`src/hdl/kss_pkg.sv`:
```
// Shared types, constants and the scan code lookup table for the keyboard
// scan stack interface. No dependencies.
package kss_pkg;

  localparam int DEFAULT_STACK_DEPTH = 7;

  typedef enum logic [1:0] {
    OP_KEY         = 2'd0,
    OP_READ_DATA   = 2'd1,
    OP_READ_STATUS = 2'd2,
    OP_COMMAND     = 2'd3
  } op_t;

  typedef struct packed {
    op_t        op;
    logic [6:0] key_char;
    logic [7:0] command_byte;
  } item_t;

  localparam logic [6:0] CHAR_DEL       = 7'd127;
  localparam logic [6:0] CHAR_ESC       = 7'd27;
  localparam logic [6:0] CHAR_LOWER_A   = 7'd97;
  localparam logic [6:0] CHAR_LOWER_Z   = 7'd122;
  localparam logic [6:0] CASE_OFFSET    = 7'd32;
  localparam logic [6:0] CODE_BACKSPACE = 7'd114;
  localparam logic [6:0] CODE_ESCAPE    = 7'd118;
  localparam logic [6:0] CODE_UNKNOWN   = 7'd127;

  localparam logic [7:0] OVERRUN_FLAG   = 8'h20;
  localparam logic [2:0] CMD_CLASS      = 3'b110;
  localparam logic [1:0] CMD_CLEAR_BITS = 2'b11;
  localparam logic [7:0] CMD_BUZZ_OFF   = 8'hD0;
  localparam logic [7:0] CMD_BUZZ_ON    = 8'hDC;

  typedef logic [6:0] code_tbl_t [0:127];

  // Key matrix table: entry i holds the character found at matrix position i.
  localparam logic [7:0] KEY_TABLE [0:127] = '{
    8'h46, 8'h45, 8'h44, 8'h43, 8'h42, 8'h41, 8'h23, 8'hB2,
    8'hFF, 8'hB1, 8'hBD, 8'h41, 8'hFF, 8'hB3, 8'hFF, 8'hB4,
    8'hFF, 8'hFF, 8'h2D, 8'hBA, 8'hFF, 8'h51, 8'h2E, 8'h2C,
    8'h4D, 8'h4C, 8'h4B, 8'h4A, 8'h4F, 8'h49, 8'h55, 8'h2F,
    8'h20, 8'hB9, 8'hFF, 8'hBE, 8'h4E, 8'h56, 8'h58, 8'h5A,
    8'h48, 8'h47, 8'h53, 8'h50, 8'h59, 8'h54, 8'h52, 8'h57,
    8'hFF, 8'h40, 8'hBC, 8'hBB, 8'hFF, 8'hB8, 8'hB7, 8'hB6,
    8'h3C, 8'h2A, 8'h25, 8'hFF, 8'hB5, 8'hFF, 8'hB0, 8'hFF,
    8'h3B, 8'h29, 8'h3A, 8'h22, 8'h21, 8'hFF, 8'h23, 8'hB2,
    8'hFF, 8'hB1, 8'hBD, 8'hFF, 8'hFF, 8'hB3, 8'hFF, 8'hB4,
    8'hFF, 8'hFF, 8'h20, 8'hBA, 8'hFF, 8'h2B, 8'h39, 8'h38,
    8'h37, 8'h36, 8'h35, 8'h34, 8'h33, 8'h32, 8'h31, 8'h30,
    8'h20, 8'hB9, 8'hFF, 8'hBE, 8'h28, 8'h3D, 8'h3F, 8'hFF,
    8'h27, 8'h5E, 8'h3E, 8'h26, 8'h20, 8'h5C, 8'h20, 8'h20,
    8'hFF, 8'h23, 8'hBC, 8'hBB, 8'hFF, 8'hB8, 8'hB7, 8'hB6,
    8'h2E, 8'h24, 8'h2C, 8'hFF, 8'hB5, 8'hFF, 8'hB0, 8'hFF
  };

  // Inverse of the key table, built at elaboration: character -> scan code.
  // Later matrix positions win; the last position takes no part.
  function automatic code_tbl_t build_scan_table();
    code_tbl_t t;
    for (int c = 0; c < 128; c++) begin
      t[c] = CODE_UNKNOWN;
    end
    for (int i = 0; i < 127; i++) begin
      if (KEY_TABLE[i][7] == 1'b0) begin
        t[KEY_TABLE[i][6:0]] = 7'(127 - i);
      end
    end
    return t;
  endfunction

  localparam code_tbl_t SCAN_TABLE = build_scan_table();

endpackage

```
`src/hdl/kss_scan.sv`:
```
// Character to scan code conversion: upper-casing, special keys, table lookup.
// Depends on kss_pkg.
module kss_scan (
  input  logic [6:0] key_char,
  output logic [6:0] scan_code
);

  logic [6:0] upper;

  always_comb begin
    upper = key_char;
    if (key_char >= kss_pkg::CHAR_LOWER_A && key_char <= kss_pkg::CHAR_LOWER_Z) begin
      upper = key_char - kss_pkg::CASE_OFFSET;
    end
    if (upper == kss_pkg::CHAR_DEL) begin
      scan_code = kss_pkg::CODE_BACKSPACE;
    end else if (upper == kss_pkg::CHAR_ESC) begin
      scan_code = kss_pkg::CODE_ESCAPE;
    end else begin
      scan_code = kss_pkg::SCAN_TABLE[upper];
    end
  end

endmodule

```
`src/hdl/kss_core.sv`:
```
// Execute stage: code stack memory, count, status, buzzer and result register.
// Depends on kss_pkg.
module kss_core #(
  parameter int STACK_DEPTH = kss_pkg::DEFAULT_STACK_DEPTH
) (
  input  logic            clk,
  input  logic            rst,
  input  logic            item_valid,
  input  kss_pkg::item_t  item,
  input  logic [6:0]      scan_code,
  output logic            slot_free,
  output logic            out_valid,
  input  logic            out_stall,
  output logic [7:0]      read_data,
  output logic            key_interrupt,
  output logic            buzzer_level
);

  localparam int CNT_W = $clog2(STACK_DEPTH + 1);
  localparam int IDX_W = (STACK_DEPTH > 1) ? $clog2(STACK_DEPTH) : 1;
  localparam logic [CNT_W-1:0] FULL_COUNT = CNT_W'(STACK_DEPTH);

  logic [6:0]       stack_mem [0:STACK_DEPTH-1];
  logic [CNT_W-1:0] held_count, held_count_next, count_dec;
  logic [7:0]       status_byte, status_byte_next;
  logic             buzzer_state, buzzer_state_next;
  logic             exec, push, pop, irq_next;
  logic [7:0]       rd_next;
  logic [7:0]       rd_q;
  logic [6:0]       pop_q;
  logic             pop_sel;

  assign slot_free = !out_valid || !out_stall;
  assign exec      = item_valid && slot_free;
  assign count_dec = held_count - 1'b1;

  always_comb begin
    held_count_next   = held_count;
    status_byte_next  = status_byte;
    buzzer_state_next = buzzer_state;
    push              = 1'b0;
    pop               = 1'b0;
    irq_next          = 1'b0;
    rd_next           = 8'd0;
    case (item.op)
      kss_pkg::OP_KEY: begin
        if (held_count < FULL_COUNT) begin
          push             = 1'b1;
          irq_next         = 1'b1;
          held_count_next  = held_count + 1'b1;
          status_byte_next = 8'(held_count_next);
        end else begin
          status_byte_next = status_byte | kss_pkg::OVERRUN_FLAG;
        end
      end
      kss_pkg::OP_READ_DATA: begin
        if (held_count != '0) begin
          pop              = 1'b1;
          held_count_next  = count_dec;
          status_byte_next = 8'(count_dec);
        end
      end
      kss_pkg::OP_READ_STATUS: begin
        rd_next = status_byte;
      end
      kss_pkg::OP_COMMAND: begin
        if (item.command_byte[7:5] == kss_pkg::CMD_CLASS) begin
          if ((item.command_byte[1:0] & kss_pkg::CMD_CLEAR_BITS) != 2'b00) begin
            held_count_next  = '0;
            status_byte_next = 8'd0;
          end else if (item.command_byte == kss_pkg::CMD_BUZZ_OFF) begin
            buzzer_state_next = 1'b0;
          end else if (item.command_byte == kss_pkg::CMD_BUZZ_ON) begin
            buzzer_state_next = 1'b1;
          end
        end
      end
      default: begin
        rd_next = 8'd0;
      end
    endcase
  end

  always_ff @(posedge clk) begin
    if (rst) begin
      held_count   <= '0;
      status_byte  <= 8'd0;
      buzzer_state <= 1'b0;
      out_valid    <= 1'b0;
    end else begin
      if (slot_free) begin
        out_valid <= item_valid;
      end
      if (exec) begin
        held_count   <= held_count_next;
        status_byte  <= status_byte_next;
        buzzer_state <= buzzer_state_next;
      end
    end
  end

  // Result payload
  always_ff @(posedge clk) begin
    if (exec) begin
      rd_q          <= rd_next;
      pop_sel       <= pop;
      key_interrupt <= irq_next;
    end
  end

  // Stack memory: one write (push) or one registered read (pop) per transaction
  always_ff @(posedge clk) begin
    if (exec && push) begin
      stack_mem[held_count[IDX_W-1:0]] <= scan_code;
    end
    if (exec && pop) begin
      pop_q <= stack_mem[count_dec[IDX_W-1:0]];
    end
  end

  assign read_data    = pop_sel ? {1'b0, pop_q} : rd_q;
  assign buzzer_level = buzzer_state;

`ifndef SYNTH
  a_count_bounded: assert property (@(posedge clk) disable iff (rst)
    held_count <= FULL_COUNT)
    else $error("held count beyond stack depth");

  a_irq_status: assert property (@(posedge clk) disable iff (rst)
    out_valid && key_interrupt |-> status_byte == 8'(held_count))
    else $error("status does not track count after push");

  a_pop_dec: assert property (@(posedge clk) disable iff (rst)
    exec && item.op == kss_pkg::OP_READ_DATA && held_count != '0
    |=> held_count == $past(count_dec))
    else $error("pop did not decrement count");

  a_overrun: assert property (@(posedge clk) disable iff (rst)
    exec && item.op == kss_pkg::OP_KEY && held_count == FULL_COUNT
    |=> status_byte[5] && held_count == $past(held_count))
    else $error("overrun not flagged or count changed");
`endif

endmodule

```
`src/hdl/keyboard_scan_stack_interface_unit.sv`:
```
// Top level of the keyboard scan stack interface: input register, scan code
// conversion, execute stage. Depends on kss_pkg, kss_scan, kss_core.
//
//   channel | signals                              | direction
//   in      | in_valid, in_stall, op, key_char,    | item in
//           | command_byte                         |
//   out     | out_valid, out_stall, read_data,     | result out
//           | key_interrupt, buzzer_level          |
//
// One transaction per cycle sustained while out_stall is low; an item that is taken
// passes the input register, then execute into the result register, and out_stall
// can hold it between the two. Push and pop each touch the stack once.
// rst is synchronous: count, status and buzzer clear; stack contents do not.
// out_stall holds the result and backs up into in_stall within the same cycle.
module keyboard_scan_stack_interface_unit #(
  parameter int STACK_DEPTH = kss_pkg::DEFAULT_STACK_DEPTH
) (
  input  logic       clk,
  input  logic       rst,
  input  logic       in_valid,
  output logic       in_stall,
  input  logic [1:0] op,
  input  logic [6:0] key_char,
  input  logic [7:0] command_byte,
  output logic       out_valid,
  input  logic       out_stall,
  output logic [7:0] read_data,
  output logic       key_interrupt,
  output logic       buzzer_level
);

  logic           s1_valid;
  kss_pkg::item_t s1_item;
  logic           slot_free;
  logic [6:0]     scan_code;

  assign in_stall = s1_valid && !slot_free;

  always_ff @(posedge clk) begin
    if (rst) begin
      s1_valid <= 1'b0;
    end else if (!in_stall) begin
      s1_valid <= in_valid;
    end
  end

  always_ff @(posedge clk) begin
    if (in_valid && !in_stall) begin
      s1_item.op           <= kss_pkg::op_t'(op);
      s1_item.key_char     <= key_char;
      s1_item.command_byte <= command_byte;
    end
  end

  kss_scan u_scan (
    .key_char  (s1_item.key_char),
    .scan_code (scan_code)
  );

  kss_core #(
    .STACK_DEPTH (STACK_DEPTH)
  ) u_core (
    .clk           (clk),
    .rst           (rst),
    .item_valid    (s1_valid),
    .item          (s1_item),
    .scan_code     (scan_code),
    .slot_free     (slot_free),
    .out_valid     (out_valid),
    .out_stall     (out_stall),
    .read_data     (read_data),
    .key_interrupt (key_interrupt),
    .buzzer_level  (buzzer_level)
  );

endmodule
```
`config.mk`:
```
export PLATFORM = sky130hd
export DESIGN_NAME = keyboard_scan_stack_interface_unit
export DESIGN_NICKNAME = d
export VERILOG_FILES = /design/src/hdl/kss_pkg.sv /design/src/hdl/kss_scan.sv /design/src/hdl/kss_core.sv /design/src/hdl/keyboard_scan_stack_interface_unit.sv
export SDC_FILE = /design/constraint.sdc
export NUM_CORES = 1
export LEC_CHECK = 0
export ABC_AREA = 0
export BUFFER_PORTS_ARGS = -buffer_cell sky130_fd_sc_hd__buf_2
export CORE_MARGIN = 2
export CORE_UTILIZATION = 50
export CTS_CLUSTER_DIAMETER = 100
export DETAILED_ROUTE_END_ITERATION = 8
export PLACE_DENSITY = 0.81
export SLEW_MARGIN = 20
export SYNTH_ARGS = -nofsm -noshare
export SYNTH_HDL_FRONTEND = slang
export SYNTH_SLANG_ARGS = --single-unit
```
`constraint.sdc`:
```
create_clock -name clk -period 2.4 [get_ports clk]
set_clock_uncertainty 0.15 [all_clocks]
set_input_delay 0.12 -clock clk [delete_from_list [all_inputs] [get_ports clk]]
set_output_delay 0.12 -clock clk [all_outputs]
set_load 0.01 [all_outputs]
```
Word-level counts from Yosys, hierarchy flattened
Memory sizes are Yosys's and may differ from the RTL's. A register that Yosys moved wholly into a read port is not among the register bits.
Index checks and enable logic that the tools add are counted.

storage, ports and cells
  bits of input ports = 21
  bits in writable memories = 49
  flip-flop bits (word level) = 41
  word-level logic and storage cells = 78
  bits in read-only memories = 896
  output and inout port bits = 12
  memories = 2

cells by class
  add/sub/neg operators = 3
  mux-type cells = 24
  bitwise operators = 2
  reduce and logical (&&, ||, !) cells = 19
  magnitude comparators = 4
  equal/unequal tests = 12

memory list
  memory            words  width  rd ports  clocked after memory_dff  write ports  line            text
  (no name shown)   128    7      1         0                         0            kss_scan.sv:20  scan_code = kss_pkg::SCAN_TABLE[upper];
  u_core.stack_mem  7      7      1         1                         1            kss_core.sv:23  logic [6:0] stack_mem [0:STACK_DEPTH-1];

operators by type and width
  kind                                                    number
  two-way mux 8 bit                                       5
  two-way mux 7 bit                                       5
  case mux 8 bit (3 select lines)                         1
  equality test 8 bit (second input constant)             2
  two-way mux 3 bit                                       4
  AND reduction 5 bit                                     2
  case mux 3 bit (3 select lines)                         1
  >= comparator 8 bit (second input constant)             1
  two-way mux 1 bit                                       8
  != test 2 x 1 -> 1 bit (second input constant)          4
  NOT 7 -> 8 bit                                          1
  equality test 7 x 5 -> 1 bit (second input constant)    1
  equality test 7 bit (second input constant)             1
  >= comparator 7 bit (second input constant)             1
  less-or-equal comparator 7 bit (second input constant)  1
  subtractor 7 x 6 -> 7 bit (second input constant)       1
  logical AND 1 bit                                       6
  AND reduction 6 bit                                     1
  nonzero test 3 bit                                      2
  equality test 2 bit (second input constant)             2
  logical NOT 1 bit                                       4
  nonzero test 2 bit                                      2
  adder 3 x 1 -> 3 bit (second input constant)            1
  equality test 3 bit (second input constant)             1
  other kinds (6)                                         6

Longest topological paths before layout
  depth after elaboration = 9
  depth in mapped cells = 9
  gate-level depth less buffers = 8

By module
From an unflattened synthesis, not the netlist that was laid out.

second synthesis, totals
  cell total of the unflattened synthesis = 364
  area, all modules = 4,486.8 um2

by module, submodules not included
  module                              cells an instance  seq. area each (um2)  instances  area an instance (um2)
  kss_core                            201                2,021.9               1          3,005.4
  kss_scan                            142                0.0                   1          920.9
  keyboard_scan_stack_interface_unit  21                 530.5                 1          560.5

Least setup slack after synthesis
No wires, ideal clock.

  path kind = reg2reg
  from = reg, netlist name s1_item[8]
  to = mem u_core.stack_mem[0][3], data pin
  arrival = 2.009 ns
  library setup time = 0.286 ns
  setup slack = -0.045 ns
  data required time = 1.964 ns
  clock period less this slack = 2.445 ns
  stages on the path, launching flop included = 10
  cells stage by stage = edfxtp_1 > clkbuf_2 > inv_1 > ha_1 > nand3_1 > o211ai_2 > o211ai_2 > and2_4 > o41ai_4 > a221oi_2

on the way
  cells in the longest elaborated chain, start to end = 9

RTL lines
  element                                                                line                                      text
  >= comparator 7 bit or less-or-equal comparator 7 bit (tied branches)  kss_scan.sv:12                            if (key_char >= kss_pkg::CHAR_LOWER_A && key_char <= kss_pkg::CHAR_LOWER_Z) begin
  logical AND 1 bit                                                      kss_scan.sv:12
  two-way mux 7 bit (*)                                                  kss_scan.sv:12
  NOT 7 -> 8 bit (implied by the code)                                   kss_scan.sv:20
  memory read (128 x 7 bit)                                              --
  two-way mux 7 bit (implied by the code) (2 in series)                  kss_scan.sv:20
  two-way mux 7 bit                                                      kss_scan.sv:17                            end else if (upper == kss_pkg::CHAR_ESC) begin
  two-way mux 7 bit (*)                                                  kss_scan.sv:15                            if (upper == kss_pkg::CHAR_DEL) begin
  named net scan_code[3]                                                 keyboard_scan_stack_interface_unit.sv:35  logic [6:0] scan_code;
  end, declared                                                          kss_core.sv:23

Mark *: on every way through the listed nets, which the timed path passes. The rest lies on a longest branch. The select of a mux whose other input is x is not followed.

Final worst setup path
  from = reg, netlist name s1_item[9]
  to = mem u_core.stack_mem[6][3], data pin

on the way
  cells in the longest elaborated chain, start to end = 9

RTL lines
  element                                                                line
  >= comparator 7 bit or less-or-equal comparator 7 bit (tied branches)  kss_scan.sv:12
  logical AND 1 bit                                                      kss_scan.sv:12
  two-way mux 7 bit (*)                                                  kss_scan.sv:12
  NOT 7 -> 8 bit (implied by the code)                                   kss_scan.sv:20
  memory read (128 x 7 bit)                                              --
  two-way mux 7 bit (implied by the code) (2 in series)                  kss_scan.sv:20
  two-way mux 7 bit                                                      kss_scan.sv:17
  two-way mux 7 bit (*)                                                  kss_scan.sv:15
  named net scan_code[3]                                                 keyboard_scan_stack_interface_unit.sv:35

Marked as above.

==> run summary <==
status -> finished, violations left
failing checks -> negative setup slack
max cap viols -> 0
share of power burned in registers -> 0.520
Slew @ Worst Pin -> 538 ps
initial antenna violation count -> 0
Yosys top cell area share -> 0.539
layout net count -> 476
Pre-antenna DRT Iters -> 4
Slew Viols, Final -> 0
Pleak -> 2.00 nW
Synth Area in Adders -> 0.0313
M1 WL -> 4.01 mm
CTS root buf -> clkbuf_8
Yosys Warn Count -> 0
pre-CTS worst setup slack -> -5.49 ps
half-perimeter wire length after placement -> 6.30 mm
# rows -> 34
crit path launch type -> register
power density over cell area -> 623 mW/mm^2
largest cells by area after synthesis -> edfxtp_1 (54%), dfxtp_1 (4.5%), mux4_2 (4.1%)
CP Capture Type -> register
fin util -> 0.632
area of the multi-input gates -> 0.00179 sq mm
Worst VDD drop -> 330 uV
FF/Latch Area -> 0.00257 sq mm
Die Y -> 97.8 microns
final worst path period need -> 2450 ps
Worst Path Required -> 2310 ps
Yosys top cell by area -> edfxtp_1
TritonCTS clock tree -> built
growth of design area from synthesis to finish -> 24.0%
Reg clk slew, reported paths -> 90 ps
Hold Crit Class -> input pin to register
# fillers -> 628
clock power share -> 0.333
Placeable Area -> 0.00864 sq mm
H-tree Lvls -> 3
drt drc -> 0
Gate power share -> 0.147
Fin. Hold Viols -> 0
headroom to the max-slew limit -> 0.638
final period utilization -> 1.02
Int Power -> 0.00258 W
Routed WL -> 10.1 mm
Post-synth top cells -> edfxtp_1 (79), nor2_1 (37), a21oi_1 (25)
number of global-route vias before repair -> 3168
Async SR Flop Fraction -> 0
share of layout cells above drive strength 1 -> 0.281
worst skew pair latency -> 360 ps
Mapped Cells -> 363
Largest delay share family, worst path -> compound AO/OA/AOI/OAI gates
CP peak stage delay -> 500 ps
crit path cell chain -> buf_4 > o211a_4 > o211ai_2 > o211ai_2 > and2_4 > o41ai_4 > buf_4 > a221oi_4
clk buf depth -> 2
final setup vio count -> 36
CTS sink count -> 89
syn nets -> 395
Total Power -> 0.00340 W
routability cong. -> 0.887
Total Routing Usage GR -> 0.204
Max Fclk -> 407 MHz
multiplexer share of the synthesized area -> 0.0739
XOR/XNOR Fraction of Synth Area -> 0.00597
Buf/Inv on CP -> 2
Critical-path top delay cell -> edfxtp_1
Post-Syn Area -> 0.00440 sq mm
io pins -> 33
Via-to-Cell Ratio -> 5.78
Ant. Diodes -> 0
PnR worst setup slack -> -54.1 ps
design area -> 0.00546 sq mm
metal2 WL -> 5.37 mm
largest net degree at the start of global routing -> 30
CP max FO -> 7
simple-gate share of the synthesized area -> 0.130
first-pass GRT wire length -> 15.3 mm
syn_area_per_cell -> 12.1 sq um
Routed Antenna Nets -> 0
Setup TNS Final -> -883 ps
largest family of logic cells by synthesized area -> compound AO/OA/AOI/OAI gates
Die ar. -> 0.00957 sq mm
DIE WIDTH -> 97.8 microns
1st-iter DRT viols -> 194
main flop type after synthesis -> edfxtp_1
Net Switching -> 0.000818 W
Yosys cell types -> 58
Synth Register Bits -> 89
Seq/Total Area, Yosys -> 0.585
gr ovfl total -> 0
Initial Util -> 0.510
detailed-route via count -> 3222
crit path DAT -> 2370 ps
TritonCTS Buffers -> 9
RSZ-0062 raised after global routing -> yes
EDFF count, synth -> 79
Placed Area -> 0.00478 sq mm
Net Sw Frac -> 0.241
top sig layer -> met4
top-count cell post-synth -> edfxtp_1
critical path class -> register to register
WL met3 -> 479 microns
DR WL/cell -> 18.2 microns
PortBufs -> 31
Synth Area in Compound Gates -> 0.137
[worst register-to-register path: stages, from the launching register on]
cell	delay, ps
edfxtp_1	500
buf_4	190
o211a_4	260
o211ai_2	100
o211ai_2	170
and2_4	200
o41ai_4	330
buf_4	190
a221oi_4	60
[metrics by stage]
stage,hold WS (ps),std cells
after CTS,309,546
after global placement,148,508
after detailed placement,148,508
after global routing,304,557
after floorplan,68.9,363
final,313,557
[power by group through the flow]
stage	Sequential, W	Clock, W	Combinational, W
2_1_floorplan	0.00180	0	0.000286
3_3_place_gp	0.00180	0	0.000389
3_5_place_dp	0.00180	0	0.000404
4_1_cts	0.00176	0.00114	0.000436
5_1_grt	0.00177	0.00121	0.000542
6_report	0.00177	0.00113	0.000500
[cell families (layout without fill, tap and decap cells)]
family                     Yosys count  after routing
AOI/OAI and AO/OA                   88             88
xor gates and xnor gates             3              3
adders and majority gates           11             11
buffers and inverters               36            122
DFF                                 89             89
muxes                               22             22
other                                1              1
and+or+nand+nor                    113            113
[per-layer routing]
| layer | global-route usage | vias to the layer above |
|---|---|---|
| met5 | 0 | - |
| met3 | 0.0444 | 25 |
| met2 | 0.364 | 135 |
| met4 | 0.0759 | 0 |
| li1 | - | 1517 |
| met1 | 0.242 | 1545 |
[state kept, by name, summed over array words and instances, names as in the netlist]
name / flops
u_core.stack_mem: 49
u_core.buzzer_level: 1
s1_valid: 1
u_core.held_count: 3
u_core.out_valid: 1
u_core.key_interrupt: 1
u_core.rd_q: 4
s1_item: 17
u_core.status_byte: 4
u_core.pop_q: 7
u_core.pop_sel: 1
[worst paths after layout]
path / start / to / slack (ps) / cells after the start
min reg2reg: u_core.status_byte[5] / u_core.status_byte[5] / 330 / 2
max reg2reg: s1_item[9] / u_core.stack_mem[6][3] / -50 / 8
max: s1_item[9] / u_core.stack_mem[6][3] / -50 / 8
min: key_char[5] / s1_item[13] / 310 / 2
[placed cells by master, fill, tap and decap left out, types with 4 or more instances in the layout]
cell and n:
a211oi_1 5, a21oi_1 25, a22oi_2 4, and2_1 8
and3_1 6, buf_2 31, buf_4 31, buf_6 4
clkbuf_8 10, dfxtp_1 10, dlygate4sd3_1 22, edfxtp_1 79
ha_1 10, inv_1 13, mux2_2 4, mux2i_1 10
mux4_2 8, nand2_1 21, nand3_1 7, nor2_1 37
nor2b_1 6, nor3_1 4, nor4_1 4, o21ai_0 17
o22ai_1 6
[area by class of cell]
| cell class | count | area share |
|---|---|---|
| clock buffer | 12 | 0.0266 |
| clock inverter | 4 | 0.0135 |
| inverter | 17 | 0.0124 |
| multi-input combinational | 238 | 0.328 |
| sequential | 89 | 0.471 |
| tap | 108 | 0.0248 |
| timing repair buffer | 89 | 0.123 |
[repair_timing]
action / CTS / global route
hold endpoints to repair: 26 / 0
resized for setup: 2 / 26
buffers inserted: 0 / 11
endpoints found under the setup margin: 25 / 54
hold buffers: 22 / 0
pin swaps: 0 / 9
(Power assumes the default switching activity.)
